**src/hw/rtl/amfp_pkg.sv**
```systemverilog
// amfp_pkg: shared types, constants and helper functions for the affine matrix block
// no dependencies; imported by every module of the block
package amfp_pkg;

   // fixed-point formats
   localparam int FRAC_BITS    = 16;
   localparam int TRIG_FRAC    = 30;
   localparam int ATAN_ENTRIES = 24;
   localparam int WRAP_W       = 25;

   // cordic start value (Q2.30 gain)
   localparam logic signed [31:0] CORDIC_GAIN = 32'sd652032874;

   // angle reduction constants, modulus is 45 * 2^19
   localparam logic [10:0] HRECIP    = 11'd1457;        // about 2^16 / 45
   localparam logic [5:0]  DIV45     = 6'd45;
   localparam logic [5:0]  HM_TOP    = 6'd44;
   localparam logic [4:0]  TURN_REM  = 5'd31;           // 2^32 mod 45
   localparam logic [26:0] TURN_STEP = 27'd95443717;    // floor(2^32 / 45)
   localparam logic [32:0] DRECIP    = 33'd6108397932;  // floor(2^38 / 45)

   // input word
   typedef struct packed {
      logic signed [31:0] origin_x;
      logic signed [31:0] origin_y;
      logic signed [31:0] pos_x;
      logic signed [31:0] pos_y;
      logic signed [31:0] scale_x;
      logic signed [31:0] scale_y;
      logic signed [31:0] angle_deg;
   } req_type;

   // result word
   typedef struct packed {
      logic signed [31:0] xx_term;
      logic signed [31:0] xy_term;
      logic signed [31:0] yx_term;
      logic signed [31:0] yy_term;
      logic signed [31:0] shift_x;
      logic signed [31:0] shift_y;
      logic [WRAP_W-1:0]  angle_wrapped;
   } rsp_type;

   // pose data riding along the pipeline
   typedef struct packed {
      logic signed [31:0] origin_x;
      logic signed [31:0] origin_y;
      logic signed [31:0] pos_x;
      logic signed [31:0] pos_y;
      logic signed [31:0] scale_x;
      logic signed [31:0] scale_y;
      logic [WRAP_W-1:0]  angle_wrapped;
      logic [1:0]         quad;
   } carry_type;

   // rotation vector and residual binary angle
   typedef struct packed {
      logic signed [31:0] x;
      logic signed [31:0] y;
      logic signed [31:0] z;
   } cordic_type;

   // arctangent of 2^-idx in binary angle units (2^32 per turn)
   function automatic logic signed [31:0] atan_turn(input int idx);
      logic signed [31:0] v;
      case (idx)
         0:  v = 32'sd536870912;
         1:  v = 32'sd316933406;
         2:  v = 32'sd167458907;
         3:  v = 32'sd85004756;
         4:  v = 32'sd42667331;
         5:  v = 32'sd21354465;
         6:  v = 32'sd10680350;
         7:  v = 32'sd5340245;
         8:  v = 32'sd2670163;
         9:  v = 32'sd1335087;
         10: v = 32'sd667544;
         11: v = 32'sd333772;
         12: v = 32'sd166886;
         13: v = 32'sd83443;
         14: v = 32'sd41721;
         15: v = 32'sd20860;
         16: v = 32'sd10430;
         17: v = 32'sd5215;
         18: v = 32'sd2607;
         19: v = 32'sd1303;
         20: v = 32'sd651;
         21: v = 32'sd325;
         22: v = 32'sd162;
         23: v = 32'sd81;
         default: v = 32'sd0;
      endcase
      return v;
   endfunction

   // clamp a wide signed value to 32 bits
   function automatic logic signed [31:0] sat32(input logic signed [55:0] v);
      logic signed [31:0] r;
      if (v > 56'sd2147483647)
         r = 32'sh7fffffff;
      else if (v < -56'sd2147483648)
         r = 32'sh80000000;
      else
         r = v[31:0];
      return r;
   endfunction

endpackage

```
**src/hw/rtl/amfp_wrap.sv**
```systemverilog
// amfp_wrap: six-stage angle reduction modulo 360 degrees and binary angle conversion
// depends on amfp_pkg
module amfp_wrap (
   input  logic                  clock,
   input  logic                  reset,
   input  logic                  in_valid,
   input  amfp_pkg::req_type     in_word,
   output logic                  out_valid,
   output amfp_pkg::carry_type   out_carry,
   output amfp_pkg::cordic_type  out_vec
);
   import amfp_pkg::*;

   // stage registers
   logic [5:0]          valid_ff;
   logic [5:0]          valid_in;
   carry_type           c1_ff, c2_ff, c3_ff, c4_ff, c5_ff, c6_ff;
   logic [12:0]         h1_ff;
   logic [7:0]          q1_ff;
   logic [18:0]         l1_ff;
   logic [5:0]          hm2_ff;
   logic [18:0]         l2_ff;
   logic [32:0]         d3_ff, d4_ff;
   logic [31:0]         base3_ff, base4_ff, base5_ff;
   logic [65:0]         pd4_ff;
   logic [27:0]         est5_ff;
   logic signed [34:0]  rem5_ff;
   logic [31:0]         turn6_ff;

   // stage 1: split into 45-free part and estimate quotient of high part
   logic [12:0] h1_in;
   logic [23:0] hp1;
   carry_type   c1_in;
   assign h1_in = {~in_word.angle_deg[31], in_word.angle_deg[30:19]};
   assign hp1   = 24'(h1_in) * 24'(HRECIP);
   always_comb begin
      c1_in               = '0;
      c1_in.origin_x      = in_word.origin_x;
      c1_in.origin_y      = in_word.origin_y;
      c1_in.pos_x         = in_word.pos_x;
      c1_in.pos_y         = in_word.pos_y;
      c1_in.scale_x       = in_word.scale_x;
      c1_in.scale_y       = in_word.scale_y;
   end

   // stage 2: remainder of high part mod 45, offset back for the sign bias
   logic signed [14:0] r2a;
   logic signed [14:0] r2b;
   logic [5:0]         hm2_in;
   carry_type          c2_in;
   always_comb begin
      r2a = $signed({2'b00, h1_ff}) - $signed(15'(14'(q1_ff) * 14'(DIV45)));
      if (r2a < 15'sd0)
         r2b = r2a + 15'sd45;
      else if (r2a >= 15'sd45)
         r2b = r2a - 15'sd45;
      else
         r2b = r2a;
      if (r2b == 15'sd0)
         hm2_in = HM_TOP;
      else
         hm2_in = 6'(r2b - 15'sd1);
      c2_in               = c1_ff;
      c2_in.angle_wrapped = {hm2_in[5:0], l1_ff};
   end

   // stage 3: split turn = hm*floor(2^32/45) + floor(d/45)
   logic [32:0] d3_in;
   logic [31:0] base3_in;
   assign d3_in    = 33'(hm2_ff) * 33'(TURN_REM) + {1'b0, l2_ff, 13'b0};
   assign base3_in = 32'(32'(hm2_ff) * 32'(TURN_STEP));

   // stage 4: reciprocal product
   logic [65:0] pd4_in;
   assign pd4_in = 66'(d3_ff) * 66'(DRECIP);

   // stage 5: quotient estimate and remainder
   logic [27:0]        est5_in;
   logic signed [34:0] rem5_in;
   assign est5_in = pd4_ff[65:38];
   assign rem5_in = $signed({2'b00, d4_ff}) - $signed(35'(35'(est5_in) * 35'(DIV45)));

   // stage 6: correct estimate and add base
   logic [31:0] turn6_in;
   carry_type   c6_in;
   always_comb begin
      turn6_in = base5_ff + 32'(est5_ff) + ((rem5_ff >= 35'sd45) ? 32'd1 : 32'd0);
      c6_in      = c5_ff;
      c6_in.quad = turn6_in[31:30];
   end

   assign valid_in = {valid_ff[4:0], in_valid};

   // pipeline registers
   always_ff @(posedge clock) begin
      if (reset)
         valid_ff <= '0;
      else
         valid_ff <= valid_in;
      c1_ff    <= c1_in;
      h1_ff    <= h1_in;
      q1_ff    <= hp1[23:16];
      l1_ff    <= in_word.angle_deg[18:0];
      c2_ff    <= c2_in;
      hm2_ff   <= hm2_in;
      l2_ff    <= l1_ff;
      c3_ff    <= c2_ff;
      d3_ff    <= d3_in;
      base3_ff <= base3_in;
      c4_ff    <= c3_ff;
      d4_ff    <= d3_ff;
      base4_ff <= base3_ff;
      pd4_ff   <= pd4_in;
      c5_ff    <= c4_ff;
      est5_ff  <= est5_in;
      rem5_ff  <= rem5_in;
      base5_ff <= base4_ff;
      c6_ff    <= c6_in;
      turn6_ff <= turn6_in;
   end

   // cordic start vector
   assign out_valid = valid_ff[5];
   assign out_carry = c6_ff;
   assign out_vec.x = CORDIC_GAIN;
   assign out_vec.y = 32'sd0;
   assign out_vec.z = $signed({2'b00, turn6_ff[29:0]});

endmodule

```
**config.mk**
```make
export PLATFORM = sky130hd
export DESIGN_NAME = amfp_wrap
export DESIGN_NICKNAME = d
export VERILOG_FILES = /design/src/hw/rtl/amfp_pkg.sv /design/src/hw/rtl/amfp_wrap.sv
export SDC_FILE = /design/constraint.sdc
export NUM_CORES = 2
export LEC_CHECK = 0
export ABC_AREA = 1
export BUFFER_PORTS_ARGS = -buffer_cell sky130_fd_sc_hd__buf_2
export CAP_MARGIN = 25
export CORE_UTILIZATION = 50
export DETAILED_ROUTE_END_ITERATION = 8
export GPL_ROUTABILITY_DRIVEN = 0
export PLACE_DENSITY = 0.81
export RECOVER_POWER = 25
export SETUP_SLACK_MARGIN = 0.4
export SLEW_MARGIN = 25
export SYNTH_ARGS = -nofsm -noshare
export SYNTH_HDL_FRONTEND = slang
export SYNTH_SLANG_ARGS = --single-unit
```
**constraint.sdc**
```tcl
create_clock -name clock -period 8.1 [get_ports clock]
set_clock_uncertainty 0.2 [all_clocks]
set_input_delay 0.81 -clock clock [delete_from_list [all_inputs] [get_ports clock]]
set_output_delay 0.81 -clock clock [all_outputs]
set_load 0.01 [all_outputs]
```
* After elaboration in Yosys (flattened, before gate mapping)
Cells that the tools add are included.
** Operators by class
- Add/subtract/negate cells :: 8
- $mul :: 6
- $lt $le $gt $ge :: 3
- Multiplexer cells :: 4
- Bitwise operators :: 1
- Reductions and logical operators :: 1
** Operator list (number)
- 33-bit by 31-bit multiplier with 64-bit output (second input constant) :: 1
- 35-bit by 7-bit greater-or-equal comparator with 1-bit output (second input constant) :: 1
- 33-bit by 34-bit subtractor with 35-bit output :: 1
- 28-bit by 6-bit multiplier with 34-bit output (second input constant) :: 1
- 11-bit by 32-bit adder with 33-bit output :: 1
- 32-bit by 1-bit adder with 32-bit output :: 1
- 32-bit by 28-bit adder with 32-bit output :: 1
- 6-bit by 27-bit multiplier with 32-bit output (second input constant) :: 1
- 15-bit 2-to-1 mux :: 2
- 13-bit by 11-bit multiplier with 24-bit output (second input constant) :: 1
- 15-bit by 7-bit adder with 15-bit output (second input constant) :: 1
- 15-bit by 7-bit greater-or-equal comparator with 1-bit output (second input constant) :: 1
- 15-bit logical NOT :: 1
- 15-bit by 1-bit < comparator with 1-bit output (second input constant) :: 1
- 13-bit by 14-bit subtractor with 15-bit output :: 1
- 15-bit by 7-bit subtractor with 15-bit output (second input constant) :: 1
- 8-bit by 6-bit multiplier with 14-bit output (second input constant) :: 1
- 6-bit by 5-bit multiplier with 11-bit output (second input constant) :: 1
- 6-bit 2-to-1 mux :: 1
- 6-bit by 2-bit subtractor with 6-bit output (second input constant) :: 1
- 1-bit 2-to-1 mux :: 1
- 1-bit NOT :: 1
** Storage, ports and cells
- Register bits after elaboration :: 1669
- Input port bits :: 227
- Output and inout bits :: 316
- Logic and storage cells :: 80

* Logic depth before layout (Yosys ltp)
- Depth after elaboration :: 7
- Depth in mapped cells :: 32

* Worst setup path after synthesis
Ideal clock, no wire load.
- Path kind :: reg2reg
- From :: register d3_ff[5]
- To :: register pd4_ff[62]
- Setup time :: 0.072 ns
- Arrival time :: 6.486 ns
- Data required time :: 7.828 ns
- Slack :: 1.342 ns
- Stages on the path, launching flop included :: 27
- Path buffers :: 0
- Clock period less this slack :: 6.758 ns
- Path through :: dfxtp_1 -> ha_1 -> xnor2_1 -> inv_1 -> ha_1 -> fa_1 -> inv_1 -> fa_1 -> inv_1 -> fa_1 -> fa_1 -> fa_1 -> inv_1 -> fa_1 -> inv_1 -> ha_1 -> nand2_1 -> nor2_1 -> inv_1 -> nor2_1 -> and3_1 -> nand4_1 -> and3_1 -> o21bai_1 -> a21boi_0 -> o21ai_0 -> xor2_1
** Between the ends
- Cells in the longest elaborated chain, start to end :: 1
** RTL lines
- start, declared :: line amfp_wrap.sv:23 : logic [32:0] d3_ff, d4_ff;
- start signal, assigned :: line amfp_wrap.sv:108 : d3_ff <= d3_in;
- 33-bit by 31-bit multiplier with 64-bit output :: line amfp_wrap.sv:75 : assign pd4_in = 66'(d3_ff) * 66'(DRECIP);
- named net pd4_in[62] :: line amfp_wrap.sv:74 : logic [65:0] pd4_in;
- end signal, assigned :: line amfp_wrap.sv:113 : pd4_ff <= pd4_in;
- end, declared :: line amfp_wrap.sv:25 : logic [65:0] pd4_ff;
The timed path passes the listed nets, and every way through them passes these cells.
A chain may end at the register's enable or synchronous reset.

* Worst setup path in the final report
- From :: register d3_ff[14]
- To :: register pd4_ff[58]
The elaborated chain is that of the path after synthesis.

==> results by group <==
Timing
  • Final min period: 7.35 ns
  • Sum of negative setup slack: 0 ns
  • Final setup fails: 0
  • RSZ-0062 raised after global routing: no
  • Fmax: 0.136 GHz
  • Final Hold Fails: 0
  • Fin crit share: 0.908
  • Final Slew Violations: 0
  • Worst-Margin Slew: 0.666 ns
  • PnR worst setup slack: 0.747 ns
  • WHS: 0.0829 ns
  • Slew headroom: 0.552

Floorplanning
  • Die Ht: 349 µm
  • Die ar.: 122000 µm²
  • Core Region: 119000 µm²
  • Starting Density: 0.507
  • Floorplan row count: 126
  • Chip width: 349 µm
  • I/O pins: 543

Worst setup path
  • CP endpoint kind: register
  • Slowest cell delay on critical path: 0.71 ns
  • Cell family with most CP delay: adder cells
  • CP arrival: 7.78 ns
  • Worst EP required: 8.53 ns
  • CP bufs+invs: 5
  • WP depth: 23
  • Most used cell, CP: fa_1
  • Largest fanout on the critical path: 10
  • Crit path cell chain: ha_1 -> inv_1 -> fa_1 -> fa_1 -> fa_1 -> inv_1 -> fa_1 -> fa_1 -> fa_1 -> inv_1 -> fa_1 -> inv_1 -> ha_1 -> a21oi_1 -> inv_1 -> a31oi_1 -> o21ai_0 -> a21oi_1 -> and3_1 -> o21bai_1 -> a21boi_0 -> o21ai_1 -> xor2_1
  • Crit path kind: register to register
  • Worst reg2reg path depth: 23
  • Critical path startpoint category: register
  • CP max stage cell: dfxtp_1

Drt
  • DRT Pass-1 Iters: 9
  • Number of vias per cell: 4.86
  • Final ANT Viol Nets: 0
  • Routed WL: 141000 µm
  • DR iter-0 viols: 2999
  • Via count: 37300
  • Drt wl/cell: 18.5 µm
  • Post-route DRC: 22

Synthesis
  • Top_reg_cell synth: dfxtp_1
  • FFs w/ async S/R, synth: 0
  • Sequential-to-total area share from yosys stat: 0.519
  • Avg Cell Area, Syn: 11.7 µm²
  • Post-synth EDFFs: 0
  • FF+latch count, synth: 1558
  • Post-Synthesis Cell Area: 60100 µm²
  • Syn Inst Count: 5120
  • Yosys cell types: 48
  • Syn. warnings: 0

Hold path
  • Worst Hold Class: input pin to register
  • Worst Hold Depth: 3

Outcome
  • Violated checks: DRC
  • Outcome: finished with violations

Global route
  • Antenna violations before repair: 12
  • Met2 global-route usage: 0.416
  • First-pass GRT wire length: 218000 µm
  • Largest net degree at the start of global routing: 17
  • Vias in the first global route: 39600
  • GRT Total Usage: 0.235
  • Met1 usage: 0.255
  • Grt met3 use: 0.0607
  • GRT Max-Usage Layer: met2
  • GR Overflow Total: 0

Cells and area
  • Synth-to-Final Area Change: 18.6%
  • Share of cells above drive strength 1: 0.126
  • Most frequent cells in the layout: 1552 x dfxtp_1, 990 x inv_1, 623 x ha_1, 470 x fa_1, 466 x buf_2
  • Most common cell after layout, fill and taps aside: dfxtp_1
  • # nets final: 7267

Run
  • Max-cap violations: 0

CTS
  • Clock Sinks: 1558
  • TritonCTS Buffers: 143
  • CTS root buf: clkbuf_16
  • Worst-Skew Late Latency: 0.76 ns
  • Clock buffer depth: 3
  • CTS tree: built
  • Register clock-pin slew on the reported worst setup and hold paths: 0.06 ns
  • H-tree levels: 4

Placement
  • HPWL Detailed: 106000 µm
  • Post-place setup slack: 0.566 ns
  • Number of port buffers: 476
[synth_stat cells (2+ instances only)]
library cell  count  area, µm²
nor2_1          190        713
inv_1           990       3720
nand2_2          17        106
o21bai_1         10       75.1
nor3_1           19       95.1
o221ai_1          3       26.3
o21ai_1           6       30.0
a221oi_1          2       17.5
or2_2             8       50.1
nand2_1         404       1520
nor2_2            8       50.1
inv_2             3       11.3
o211ai_1          7       52.6
a21oi_1         190        951
buf_4            66        495
nand2_4           4       45.0
xor2_1          118       1030
xnor2_1          58        508
dfxtp_1        1558      31200
a21boi_0         11       82.6
a31oi_1          35        219
nand3_1          88        440
a21o_1           27        203
fa_1            470       9410
a21oi_2           2       17.5
ha_1            623       7790
nand3_2           7       70.1
nor2_4            3       33.8
o21ai_0         103        515
nand4_1          32        200
o21a_1           12       90.1
and3_1            7       43.8
o2111ai_1         2       17.5
clkbuf_1          7       26.3
nor4_1           13       81.3
conb_1            2       7.51
nand3b_1          4       30.0
[logic make-up after synthesis]
logic type / synth area share
fa+ha+maj: 0.286
simple gates: 0.0582
flops: 0.519
compound gates: 0.0389
xor+xnor: 0.0259
other cells: 0.000125
buf+inv: 0.0710
[flip-flops by register name, summed over array words and instances (netlist names)]
signal     count
c5_ff        215
d4_ff         30
pd4_ff        28
out_carry    219
c3_ff        196
q1_ff          8
l2_ff         18
c4_ff        196
d3_ff         30
base4_ff      32
valid_ff       6
base3_ff      32
l1_ff         19
hm2_ff         5
base5_ff      32
c1_ff        192
rem5_ff       35
c2_ff        194
est5_ff       28
turn6_ff      30
h1_ff         13
[metrics by stage]
step / cell area (µm²) / utilization / instances
final: 71200 / 0.601 / 7665
after global routing: 71200 / 0.601 / 7661
after CTS: 71200 / 0.601 / 7661
after detailed placement: 64200 / 0.541 / 7188
after global placement: 64200 / 0.541 / 7188
after floorplan: 60300 / - / 5184
[layer usage]
| layer | vias up | part of all wire |
|---|---|---|
| met5 | - | 0.0013 |
| met4 | 20 | 0.060 |
| met3 | 478 | 0.080 |
| met2 | 1606 | 0.50 |
| met1 | 17700 | 0.35 |
| li1 | 17400 | - |
[cell type report]
type                            instances  area [µm²]
Timing Repair Buffer                  693        4530
Inverter                              993        3730
Clock buffer                          192        4000
Sequential cell                      1558       31200
Multi-Input combinational cell       2558       24900
Fill cell                            8965       47300
Tap cell                             1600        2000
Clock inverter                         67         901
Antenna cell                            4        10.0
[worst min-delay path: cells and delay by family]
family                 cells  cell delay (ns)
buffers and inverters      2             0.13
and+or+nand+nor            1             0.03
[what timing repair did]
item,4_1_cts,5_1_grt
hold buffers,214,0
endpoints found under the setup margin,0,3
buffers inserted,0,0
gates resized for setup,0,11
hold endpoints to repair,214,0
[final timing paths]
check	start	endpoint	slack, ns
hold / removal	in_valid	valid_ff[0]	0.08
setup reg to reg	d3_ff[14]	pd4_ff[58]	0.75
hold reg to reg	c5_ff[64]	out_carry[64]	0.11
setup / recovery	d3_ff[14]	pd4_ff[58]	0.75
Power is left out: the tool's default activity adds up to more than one toggle a clock period on the data nets, which glitch-free logic cannot reach.
