`src/hw/rtl/amfp_pkg.sv`:
```
// amfp_pkg: shared types, constants and helper functions for the affine matrix block
// no dependencies; imported by every module of the block
package amfp_pkg;

   // fixed-point formats
   localparam int FRAC_BITS    = 16;
   localparam int TRIG_FRAC    = 30;
   localparam int ATAN_ENTRIES = 24;
   localparam int WRAP_W       = 25;

   // cordic start value (Q2.30 gain)
   localparam logic signed [31:0] CORDIC_GAIN = 32'sd652032874;

   // angle reduction constants, modulus is 45 * 2^19
   localparam logic [10:0] HRECIP    = 11'd1457;        // about 2^16 / 45
   localparam logic [5:0]  DIV45     = 6'd45;
   localparam logic [5:0]  HM_TOP    = 6'd44;
   localparam logic [4:0]  TURN_REM  = 5'd31;           // 2^32 mod 45
   localparam logic [26:0] TURN_STEP = 27'd95443717;    // floor(2^32 / 45)
   localparam logic [32:0] DRECIP    = 33'd6108397932;  // floor(2^38 / 45)

   // input word
   typedef struct packed {
      logic signed [31:0] origin_x;
      logic signed [31:0] origin_y;
      logic signed [31:0] pos_x;
      logic signed [31:0] pos_y;
      logic signed [31:0] scale_x;
      logic signed [31:0] scale_y;
      logic signed [31:0] angle_deg;
   } req_type;

   // result word
   typedef struct packed {
      logic signed [31:0] xx_term;
      logic signed [31:0] xy_term;
      logic signed [31:0] yx_term;
      logic signed [31:0] yy_term;
      logic signed [31:0] shift_x;
      logic signed [31:0] shift_y;
      logic [WRAP_W-1:0]  angle_wrapped;
   } rsp_type;

   // pose data riding along the pipeline
   typedef struct packed {
      logic signed [31:0] origin_x;
      logic signed [31:0] origin_y;
      logic signed [31:0] pos_x;
      logic signed [31:0] pos_y;
      logic signed [31:0] scale_x;
      logic signed [31:0] scale_y;
      logic [WRAP_W-1:0]  angle_wrapped;
      logic [1:0]         quad;
   } carry_type;

   // rotation vector and residual binary angle
   typedef struct packed {
      logic signed [31:0] x;
      logic signed [31:0] y;
      logic signed [31:0] z;
   } cordic_type;

   // arctangent of 2^-idx in binary angle units (2^32 per turn)
   function automatic logic signed [31:0] atan_turn(input int idx);
      logic signed [31:0] v;
      case (idx)
         0:  v = 32'sd536870912;
         1:  v = 32'sd316933406;
         2:  v = 32'sd167458907;
         3:  v = 32'sd85004756;
         4:  v = 32'sd42667331;
         5:  v = 32'sd21354465;
         6:  v = 32'sd10680350;
         7:  v = 32'sd5340245;
         8:  v = 32'sd2670163;
         9:  v = 32'sd1335087;
         10: v = 32'sd667544;
         11: v = 32'sd333772;
         12: v = 32'sd166886;
         13: v = 32'sd83443;
         14: v = 32'sd41721;
         15: v = 32'sd20860;
         16: v = 32'sd10430;
         17: v = 32'sd5215;
         18: v = 32'sd2607;
         19: v = 32'sd1303;
         20: v = 32'sd651;
         21: v = 32'sd325;
         22: v = 32'sd162;
         23: v = 32'sd81;
         default: v = 32'sd0;
      endcase
      return v;
   endfunction

   // clamp a wide signed value to 32 bits
   function automatic logic signed [31:0] sat32(input logic signed [55:0] v);
      logic signed [31:0] r;
      if (v > 56'sd2147483647)
         r = 32'sh7fffffff;
      else if (v < -56'sd2147483648)
         r = 32'sh80000000;
      else
         r = v[31:0];
      return r;
   endfunction

endpackage

```
`src/hw/rtl/amfp_cell.sv`:
```
// amfp_cell: one cordic rotation step with its own shift and arctangent constant
// depends on amfp_pkg
module amfp_cell #(
   parameter int STEP = 0
) (
   input  logic                  clock,
   input  logic                  reset,
   input  logic                  in_valid,
   input  amfp_pkg::cordic_type  in_vec,
   input  amfp_pkg::carry_type   in_carry,
   output logic                  out_valid,
   output amfp_pkg::cordic_type  out_vec,
   output amfp_pkg::carry_type   out_carry
);
   import amfp_pkg::*;

   localparam logic signed [31:0] ATAN = atan_turn(STEP);

   logic               valid_ff;
   cordic_type         vec_ff, vec_in;
   carry_type          carry_ff;
   logic signed [31:0] dx, dy;

   // rotate toward zero residual angle
   assign dx = $signed(in_vec.y) >>> STEP;
   assign dy = $signed(in_vec.x) >>> STEP;
   always_comb begin
      if (!in_vec.z[31]) begin
         vec_in.x = in_vec.x - dx;
         vec_in.y = in_vec.y + dy;
         vec_in.z = in_vec.z - ATAN;
      end else begin
         vec_in.x = in_vec.x + dx;
         vec_in.y = in_vec.y - dy;
         vec_in.z = in_vec.z + ATAN;
      end
   end

   always_ff @(posedge clock) begin
      if (reset)
         valid_ff <= 1'b0;
      else
         valid_ff <= in_valid;
      vec_ff   <= vec_in;
      carry_ff <= in_carry;
   end

   assign out_valid = valid_ff;
   assign out_vec   = vec_ff;
   assign out_carry = carry_ff;

endmodule

```
`config.mk`:
```
export PLATFORM = sky130hd
export DESIGN_NAME = amfp_cell
export DESIGN_NICKNAME = d
export VERILOG_FILES = /design/src/hw/rtl/amfp_pkg.sv /design/src/hw/rtl/amfp_cell.sv
export SDC_FILE = /design/constraint.sdc
export NUM_CORES = 1
export LEC_CHECK = 0
export BUFFER_PORTS_ARGS = -buffer_cell sky130_fd_sc_hd__buf_2
export CAP_MARGIN = 5
export CORE_AREA = 2 2 249 251
export CTS_CLUSTER_DIAMETER = 120
export DETAILED_ROUTE_END_ITERATION = 8
export DIE_AREA = 0 0 251 253
export GPL_TIMING_DRIVEN = 0
export HOLD_SLACK_MARGIN = 0.15
export PLACE_DENSITY_LB_ADDON = 0.25
export SLEW_MARGIN = 0
export SYNTH_ARGS = -nofsm -noshare
export SYNTH_HDL_FRONTEND = slang
export SYNTH_SLANG_ARGS = --single-unit
```
`constraint.sdc`:
```
create_clock -name clock -period 4.9 [get_ports clock]
set_input_delay 0.245 -clock clock [delete_from_list [all_inputs] [get_ports clock]]
set_output_delay 0.245 -clock clock [all_outputs]
set_load 0.1 [all_outputs]
```
# [After elaboration in Yosys (flattened, before gate mapping)]
# Cells that the tools add are included.
[word_totals] register_bits=316 input_bits=318 out_inout_bits=316 word_cells=18
[classes] addsub=5 muxes=1
[ops] cell="two-way mux 96 bit" count=1
[ops] cell="subtractor 32 bit" count=2
[ops] cell="adder 32 x 31 -> 32 bit (second input constant)" count=1
[ops] cell="adder 32 bit" count=1
[ops] cell="subtractor 32 x 31 -> 32 bit (second input constant)" count=1

# [Logic depth before layout (Yosys ltp)]
# Gate-level depths: netlist of run 1.
[depth] ltp_word=2 mapped_depth=13 depth_no_buf=12

# [Worst setup path after synthesis of run 1]
# Ideal clock, no wire load.
[synth_timing] path_kind="input to register" start="in in_vec[32] in the netlist's numbering" end="reg vec_ff (netlist bit out_vec[94])" setup_ps=125 arrival_time_ps=2428 setup_slack_ps=2346 stages=11 n_path_buf=0 path_cell_list="ha_1 fa_1 nor2b_1 o211a_1 o2111ai_1 a2111o_1 a31oi_1 or2_4 a311oi_2 o32ai_1 xnor2_1"
[synth_rtl] element="start: declaration" line_no="amfp_cell.sv:9" rtl="input amfp_pkg::cordic_type in_vec,"
[synth_rtl] element="end signal: assignment" line_no="amfp_cell.sv:44" rtl="vec_ff <= vec_in;"
[synth_rtl] element="end: declaration" line_no="amfp_cell.sv:20" rtl="cordic_type vec_ff, vec_in;"

==> results of run 1 <==
-- where the power goes --
part	leakage, uW	internal (uW)	switching (uW)
clock network	0.000641	1740	1220
registers	0.00266	2800	74.5
logic	0.00625	668	2560
total	0.00955	5200	3850
-- through the flow --
step                      worst slack, ns  area (um^2)  hold WS, ns
after CTS                            1.37        19900        0.167
after global placement               1.29        16000        0.348
after global routing                 1.20        19900        0.194
final                                1.27        19900        0.203
after detailed placement             1.32        16000        0.349
after floorplan                      2.35        11900        0.273
-- routing by layer --
layer  wire, um  vias up  global-route usage (%)
met5         78        -                       0
met4       3150       12                    8.62
met3       5430      116                    6.57
met2      34900      515                    37.3
met1      32800     5971                    28.9
li1           -     5783                       -
-- final cells by class --
| cell class | count | share of cell area, % |
|---|---|---|
| flip-flops and latches | 315 | 31.7 |
| repair buffers | 886 | 28.7 |
| multi-input cells | 692 | 25.2 |
| clock buffers | 56 | 5.73 |
| well taps | 790 | 4.97 |
| inverters | 97 | 1.83 |
| plain buffers | 43 | 1.05 |
| clock inverters | 15 | 0.811 |
| diodes | 8 | 0.101 |
-- registers in the layout, summed over array words and instances (netlist names) --
name / count
out_vec: 95
out_carry: 219
out_valid: 1
-- critical path, cell delays in order --
cell,delay [ns]
dlygate4sd3_1,0.53
buf_2,0.14
ha_1,0.21
fa_1,0.51
nor2b_1,0.21
o211a_1,0.28
o2111ai_1,0.45
a2111o_1,0.34
a31oi_1,0.13
or2_4,0.28
a311oi_2,0.27
o32ai_1,0.16
xnor2_1,0.32
-- cell families (layout without fill, tap and decap cells) --
kind of cell	Yosys count	count (layout)	synth area share (%)
DFF	315	315	53.1
AOI/OAI and AO/OA	310	310	17.8
and+or+nand+nor	218	218	8.81
buffers and inverters	140	1097	4.82
adders and majority gates	98	98	10.6
xor gates and xnor gates	56	56	4.13
muxes	10	10	0.842
other	0	8	0
-- final timing paths --
check,startpoint,end,slack [ns],cells past startpoint
setup / recovery,in_vec[64],out_vec[94],1.27,13
hold / removal,in_vec[65],out_vec[33],0.20,3
-- cells in the final DEF, fill, tap and decap left out, types with 29 or more instances in the layout --
cell and n:
nor2_1 74, a21oi_1 101, dfxtp_1 315, ha_1 94, clkbuf_16 40, inv_1 95
xnor2_1 48, nand2_1 55, buf_2 646, o21ai_0 51, a21o_1 29, dlygate4sd3_1 254
==> flow_metrics.env, run 1 <==
export IMPL_postRouteAntennaNets=0
export IMPL_rsz0062_at_grt="no"
export IMPL_worst_pin_slew_ns=1.09
export IMPL_avgSynthCellArea_um2=10.4
export IMPL_fill_cells=6386
export IMPL_yosysSeqAreaShare_pct=53.1
export IMPL_ys_top_cells_by_count="dfxtp_1 (315), a21oi_1 (101), inv_1 (95), ha_1 (94), nor2_1 (74)"
export IMPL_synthFlopType="dfxtp_1"
export IMPL_ctsResizeCount=0
export IMPL_rows=91
export IMPL_gr_total_overflow=0
export IMPL_ir_drop_uv=295
export IMPL_first_pass_iters=5
export IMPL_cts_tree="yes"
export IMPL_wl_per_cell_um=26.3
export IMPL_clock_tree_root_cell="clkbuf_16"
export IMPL_worstPathArrival_ns=4.07
export IMPL_num_io_pins=634
export IMPL_finalMaxSlewViolations=0
export IMPL_power_total_uw=9060
export IMPL_wl_um=76400
export IMPL_clk_pin_slew_worst_paths_ns=0.05
export IMPL_p_leak_uw=0.00955
export IMPL_crit_type="in -> reg"
export IMPL_area_delta_synth_final_pct=67.4
export IMPL_drt_iter0_drc=804
export IMPL_required_ns=5.34
export IMPL_synth_top_cell_by_area="dfxtp_1"
export IMPL_die_y_um=253
export IMPL_grt_max_degree=14
export IMPL_nets=2490
export IMPL_period_needed_ns=3.63
export IMPL_cts_max_level=2
export IMPL_yosys_register_bits=315
export IMPL_start_kind="input pin"
export IMPL_period_share_pct=74.2
export IMPL_seq_area_um2=6310
export IMPL_p_per_area_nw_per_um2=455
export IMPL_stdcell_count=2902
export IMPL_slew_headroom_pct=27.0
export IMPL_synth_most_common_cell="dfxtp_1"
export IMPL_async_flop_share_pct=0
export IMPL_cts_buffers=39
export IMPL_hold_viol_final=0
export IMPL_grt_pass1_vias=12800
export IMPL_hold_class="in -> reg"
export IMPL_post_route_util_pct=32.6
export IMPL_multi_input_area_um2=5010
export IMPL_io_buffers=632
export IMPL_yosys_warnings=0
export IMPL_synth_distinct_cells=87
export IMPL_die_x_um=251
export IMPL_core_um2=61000
export IMPL_via_per_inst=4.27
export IMPL_path_max_fanout=4
export IMPL_outcome="completed"
export IMPL_synth_cells=1147
export IMPL_hold_buffers=254
export IMPL_yosys_top_cells_area="dfxtp_1 (53%), ha_1 (9.9%), a21oi_1 (4.3%), xnor2_1 (3.5%), inv_1 (3.0%)"
export IMPL_clk_path_buf_depth=3
export IMPL_synth_enable_flop_cells=0
export IMPL_setup_violations=0
export IMPL_layout_drive_gt1_share_pct=35.5
export IMPL_drv_cap=0
export IMPL_synth_top_area_share_pct=53.1
export IMPL_track_usage_pct=23.0
export IMPL_start_util_pct=19.5
export IMPL_antenna_found_initial=17
export IMPL_numPlacedInstances=2569
export IMPL_synth_net_count=1563
export IMPL_syn_area_um2=11900
export IMPL_num_vias=12400
export IMPL_dieArea_um2=63500
export IMPL_post_cts_setup_buffer_count=0
export IMPL_clock_fmax_ghz=0.275
export IMPL_finalSetupTns_ns=0
export IMPL_cts_sinks=315
export IMPL_hpwlAfterDp_um=62300
export IMPL_end_kind="register"
export IMPL_drc=0
export IMPL_place_congestion=0.963
export IMPL_grt_pass1_wl_um=102000
No activity file was read; power rests on OpenSTA's default activity.
==> run 2, diff against run 1 <==
--- a/config.mk
+++ b/config.mk
@@ -7,10 +7,10 @@
 export LEC_CHECK = 0
 export BUFFER_PORTS_ARGS = -buffer_cell sky130_fd_sc_hd__buf_2
 export CAP_MARGIN = 5
-export CORE_AREA = 2 2 249 251
+export CORE_AREA = 2 2 246 248
 export CTS_CLUSTER_DIAMETER = 120
 export DETAILED_ROUTE_END_ITERATION = 8
-export DIE_AREA = 0 0 251 253
+export DIE_AREA = 0 0 248 250
 export GPL_TIMING_DRIVEN = 0
 export HOLD_SLACK_MARGIN = 0.15
 export PLACE_DENSITY_LB_ADDON = 0.25
==> constraint.sdc (replaced) <==
create_clock -name clock -period 3.1 [get_ports clock]
set_input_delay 0.155 -clock clock [delete_from_list [all_inputs] [get_ports clock]]
set_output_delay 0.155 -clock clock [all_outputs]
set_load 0.1 [all_outputs]
==> flow_metrics.env, run 2 (synthesis results as in run 1) <==
export IMPL_die_x_um=248
export IMPL_drv_cap=0
export IMPL_stdcell_count=2908
export IMPL_grt_pass1_vias=12800
export IMPL_start_util_pct=20.0
export IMPL_end_kind="register"
export IMPL_cts_tree="yes"
export IMPL_clockPowerShare_pct=32.9
export IMPL_path_max_fanout=4
export IMPL_hold_viol_final=0
export IMPL_final_common_cell="buf_2"
export IMPL_io_buffers=632
export IMPL_finalSetupTns_ns=0
export IMPL_drc=0
export IMPL_slowest_delay_ns=0.56
export IMPL_antenna_found_initial=17
export IMPL_wl_um=75100
export IMPL_finalMaxSlewViolations=0
export IMPL_crit_family="compound AO/OA/AOI/OAI gates"
export IMPL_cts_max_level=2
export IMPL_num_io_pins=634
export IMPL_outcome="completed"
export IMPL_start_kind="input pin"
export IMPL_critPathBufInv=2
export IMPL_multi_input_area_um2=5040
export IMPL_nets=2498
export IMPL_via_per_inst=4.28
export IMPL_place_congestion=0.933
export IMPL_drt_iter0_drc=846
export IMPL_seq_area_um2=6310
export IMPL_fill_cells=6180
export IMPL_ir_drop_uv=528
export IMPL_grt_max_degree=13
export IMPL_layout_drive_gt1_share_pct=35.7
export IMPL_setup_violations=0
export IMPL_post_route_util_pct=33.6
export IMPL_power_internal_uw=8320
export IMPL_clock_fmax_ghz=0.325
export IMPL_track_usage_pct=23.2
export IMPL_layout_common_cells="buf_2 (646), dfxtp_1 (315), dlygate4sd3_1 (262)"
export IMPL_clock_tree_root_cell="clkbuf_16"
export IMPL_path_cells="dlygate4sd3_1 > buf_2 > ha_1 > or2b_1 > o211a_1 > o2111ai_2 > a2111o_1 > a31oi_1 > or2_4 > a311oi_2 > o32ai_1 > xnor2_1"
export IMPL_numPlacedInstances=2561
export IMPL_num_vias=12400
export IMPL_p_leak_uw=0.00960
export IMPL_cts_sinks=315
export IMPL_core_um2=59600
export IMPL_rows=90
export IMPL_clk_pin_slew_worst_paths_ns=0.06
export IMPL_slowest_stage="dlygate4sd3_1"
export IMPL_dieArea_um2=62000
export IMPL_power_frac_seq_pct=31.6
export IMPL_cts_buffers=39
export IMPL_period_share_pct=99.3
export IMPL_worstPathArrival_ns=3.50
export IMPL_gr_total_overflow=0
export IMPL_largest_reg_flops=219
export IMPL_crit_type="in -> reg"
export IMPL_p_sw_uw=6070
export IMPL_clk_path_buf_depth=3
export IMPL_wl_per_cell_um=25.8
export IMPL_slew_headroom_pct=33.9
export IMPL_worst_pin_slew_ns=0.992
export IMPL_power_frac_comb_pct=35.6
export IMPL_post_cts_setup_buffer_count=0
export IMPL_hpwlAfterDp_um=61200
export IMPL_switching_share_pct=42.2
export IMPL_die_y_um=250
export IMPL_period_needed_ns=3.08
export IMPL_required_ns=3.52
export IMPL_postRouteAntennaNets=0
export IMPL_p_per_area_nw_per_um2=718
export IMPL_grt_pass1_wl_um=99800
export IMPL_area_delta_synth_final_pct=68.6
export IMPL_hold_class="in -> reg"
export IMPL_first_pass_iters=5
run 2: changes by cell type in the layout (fill, tap and decap cells not counted), moves of 2 or more:
| cell | delta |
|---|---|
| clkbuf_1 | -4 |
| bufinv_16 | +2 |
| diode_2 | +8 |
| clkinv_2 | +4 |
| clkinv_4 | -2 |
| dlygate4sd3_1 | +8 |
| clkinvlp_4 | +2 |
| clkbuf_8 | -3 |
run 2: layout make-up:
class	instances	share of cell area, %
Sequential cell	315	31.5
Timing Repair Buffer	894	28.9
Multi-Input combinational cell	692	25.1
Clock buffer	49	5.41
Tap cell	782	4.88
Inverter	97	1.82
Clock inverter	20	1.15
Buffer	43	1.04
Antenna cell	16	0.200
run 2: path summary, 6_finish.rpt:
path  slack, ns  depth (start not counted)     endpoint       start
min        0.19                          4  out_vec[65]  in_vec[65]
max        0.02                         12  out_vec[94]  in_vec[67]
run 2: per-layer routing:
| layer | vias to the layer above | GRT usage [%] | share of wire, % |
|---|---|---|---|
| met5 | - | 0 | 0.072 |
| met3 | 110 | 5.79 | 7.6 |
| met1 | 5947 | 29.4 | 43 |
| met4 | 8 | 8.38 | 4.0 |
| li1 | 5806 | - | - |
| met2 | 569 | 37.8 | 46 |
run 2: per-stage QoR:
stage	power (uW)	hold slack, ns	instance area [um^2]	setup slack, ns
6_report	14400	0.194	20000	0.0206
2_1_floorplan	8210	0.183	11900	0.636
4_1_cts	14500	0.156	20000	0.00418
3_3_place_gp	9420	0.258	16000	-0.437
3_5_place_dp	9400	0.259	16000	-0.444
5_1_grt	14900	0.200	20000	-0.0350
run 2: repair_timing:
item | 4_1_cts | 5_1_grt
hold buffers | 262 | 0
endpoints found under the setup margin | 0 | 6
gates resized for setup | 0 | 5
endpoints found under the hold margin | 263 | 0
run 2: power groups by stage:
stage	combinational [uW]	sequential [uW]	clock (uW)
finish	5110	4540	4730
global route	5280	4570	5010
CTS	5100	4540	4860
detailed placement	4780	4620	0
global placement	4800	4620	0
floorplan	917	7290	0
==> run 3, diff against run 2 <==
--- a/config.mk
+++ b/config.mk
@@ -7,10 +7,10 @@
 export LEC_CHECK = 0
 export BUFFER_PORTS_ARGS = -buffer_cell sky130_fd_sc_hd__buf_2
 export CAP_MARGIN = 5
-export CORE_AREA = 2 2 246 248
+export CORE_AREA = 2 2 249 251
 export CTS_CLUSTER_DIAMETER = 120
 export DETAILED_ROUTE_END_ITERATION = 8
-export DIE_AREA = 0 0 248 250
+export DIE_AREA = 0 0 251 253
 export GPL_TIMING_DRIVEN = 0
 export HOLD_SLACK_MARGIN = 0.15
 export PLACE_DENSITY_LB_ADDON = 0.25
==> constraint.sdc (replaced) <==
create_clock -name clock -period 3.3 [get_ports clock]
set_input_delay 0.165 -clock clock [delete_from_list [all_inputs] [get_ports clock]]
set_output_delay 0.165 -clock clock [all_outputs]
set_load 0.1 [all_outputs]
==> flow_metrics.env, run 3 (synthesis results as in run 1) <==
export IMPL_outcome="completed"
export IMPL_drc=0
export IMPL_clk_pin_slew_worst_paths_ns=0.06
export IMPL_cts_max_level=2
export IMPL_wl_per_cell_um=26.3
export IMPL_start_util_pct=19.5
export IMPL_p_per_area_nw_per_um2=673
export IMPL_end_kind="register"
export IMPL_grt_pass1_wl_um=102000
export IMPL_num_io_pins=634
export IMPL_track_usage_pct=23.0
export IMPL_path_cells="dlygate4sd3_1 > buf_2 > ha_1 > clkbuf_1 > a21o_1 > a221oi_1 > nor3b_1 > a21oi_1 > a311oi_1 > o22ai_1 > a41oi_1 > xor2_1"
export IMPL_cts_tree="yes"
export IMPL_min_from="in_vec[67]"
export IMPL_slowest_stage="a221oi_1"
export IMPL_path_max_fanout=10
export IMPL_drv_cap=0
export IMPL_postLayoutCellArea_um2=20000
export IMPL_period_needed_ns=3.25
export IMPL_worst_pin_slew_ns=1.08
export IMPL_rsz0062_at_grt="no"
export IMPL_fill_cells=6377
export IMPL_period_share_pct=98.4
export IMPL_grt_max_degree=14
export IMPL_cts_buffers=39
export IMPL_num_vias=12400
export IMPL_start_kind="input pin"
export IMPL_worstPathArrival_ns=3.67
export IMPL_grt_pass1_vias=12800
export IMPL_crit_family="compound AO/OA/AOI/OAI gates"
export IMPL_io_buffers=632
export IMPL_wl_um=76400
export IMPL_nets=2498
export IMPL_hold_class="in -> reg"
export IMPL_drt_iter0_drc=834
export IMPL_via_per_inst=4.26
export IMPL_post_route_util_pct=32.8
export IMPL_clock_fmax_ghz=0.308
export IMPL_gr_total_overflow=0
export IMPL_fin_hold_ws_ns=0.196
export IMPL_layout_common_cells="buf_2 (646), dfxtp_1 (315), dlygate4sd3_1 (262)"
export IMPL_ir_drop_uv=439
export IMPL_crit_type="in -> reg"
export IMPL_slowest_delay_ns=0.59
export IMPL_finalMaxSlewViolations=0
export IMPL_dieArea_um2=63500
export IMPL_core_um2=61000
export IMPL_clock_tree_root_cell="clkbuf_16"
export IMPL_largest_reg_flops=219
export IMPL_placed_cell_area_um2=16000
export IMPL_die_y_um=253
export IMPL_critPathBufInv=3
export IMPL_final_common_cell="buf_2"
export IMPL_finalSetupTns_ns=0
export IMPL_holdPathStages=4
export IMPL_required_ns=3.72
export IMPL_hpwlAfterDp_um=62300
export IMPL_area_delta_synth_final_pct=68.2
export IMPL_first_pass_iters=6
export IMPL_die_x_um=251
export IMPL_p_leak_uw=0.00959
export IMPL_clk_path_buf_depth=3
export IMPL_setup_violations=0
export IMPL_place_congestion=0.963
export IMPL_min_to="out_vec[35]"
export IMPL_cts_sinks=315
export IMPL_hold_viol_final=0
export IMPL_postRouteAntennaNets=0
export IMPL_antenna_found_initial=17
export IMPL_rows=91
export IMPL_slew_headroom_pct=27.8
export IMPL_layout_drive_gt1_share_pct=35.4
[run 3: cell count changes in the layout (fill, tap and decap cells not counted), moves of 2 or more]
| cell | before | now |
|---|---|---|
| clkbuf_1 | 19 | 23 |
| clkinv_4 | 1 | 3 |
| bufinv_16 | 4 | 2 |
| clkinv_2 | 9 | 5 |
| diode_2 | 16 | 8 |
| clkinvlp_4 | 3 | 1 |
| clkbuf_8 | 5 | 8 |
[run 3: area by class of cell]
type | count | area [um^2] | share of cell area [%]
inverter | 97 | 364 | 1.82
timing repair buffer | 894 | 5790 | 28.9
multi-input combinational | 692 | 5010 | 25.1
clock buffer | 56 | 1140 | 5.71
clock inverter | 15 | 161 | 0.807
buffer | 43 | 209 | 1.05
tap | 790 | 988 | 4.94
sequential | 315 | 6310 | 31.5
antenna | 8 | 20.0 | 0.100
[run 3: stage by stage]
stage	cells	total power (uW)	setup slack [ns]
after global placement	2569	8870	-0.230
after floorplan	1147	7710	0.826
final	2910	13500	0.0513
after detailed placement	2569	8840	-0.201
after global routing	2908	13900	0.0511
after CTS	2902	13600	0.114
[run 3: report_power, final]
| part | leakage (uW) | switching, uW | internal, uW | total, uW |
|---|---|---|---|---|
| Clock | 0.000641 | 1800 | 2580 | 4380 |
| Combinational | 0.00629 | 3800 | 1000 | 4810 |
| Sequential | 0.00266 | 110 | 4150 | 4260 |
| Total | 0.00959 | 5710 | 7740 | 13500 |
[run 3: per-layer routing]
layer,vias up,global-route usage (%),routed length (um)
met4,12,8.42,3100
met2,501,37.4,34900
li1,5797,-,-
met5,-,0,78
met3,112,6.33,5270
met1,5978,29.1,33100
[run 3: worst max path at each step]
stage	from	endpoint	slack (ns)	cells after the start
2_1_floorplan	in_vec[32]	out_vec[94]	0.83	11
3_3_place_gp	in_vec[32]	out_vec[94]	-0.23	12
3_5_place_dp	in_vec[32]	out_vec[94]	-0.20	12
4_1_cts	in_vec[66]	out_vec[94]	0.11	13
5_1_grt	in_vec[88]	out_vec[95]	0.05	12
6_report	in_vec[88]	out_vec[95]	0.05	12
[run 3: repair_timing]
| item | in CTS | in global routing |
|---|---|---|
| hold endpoints to repair | 261 | 0 |
| hold buffers | 262 | 0 |
| gates resized for setup | 0 | 1 |
| setup buffers | 0 | 0 |
| endpoints found under the setup margin | 0 | 1 |
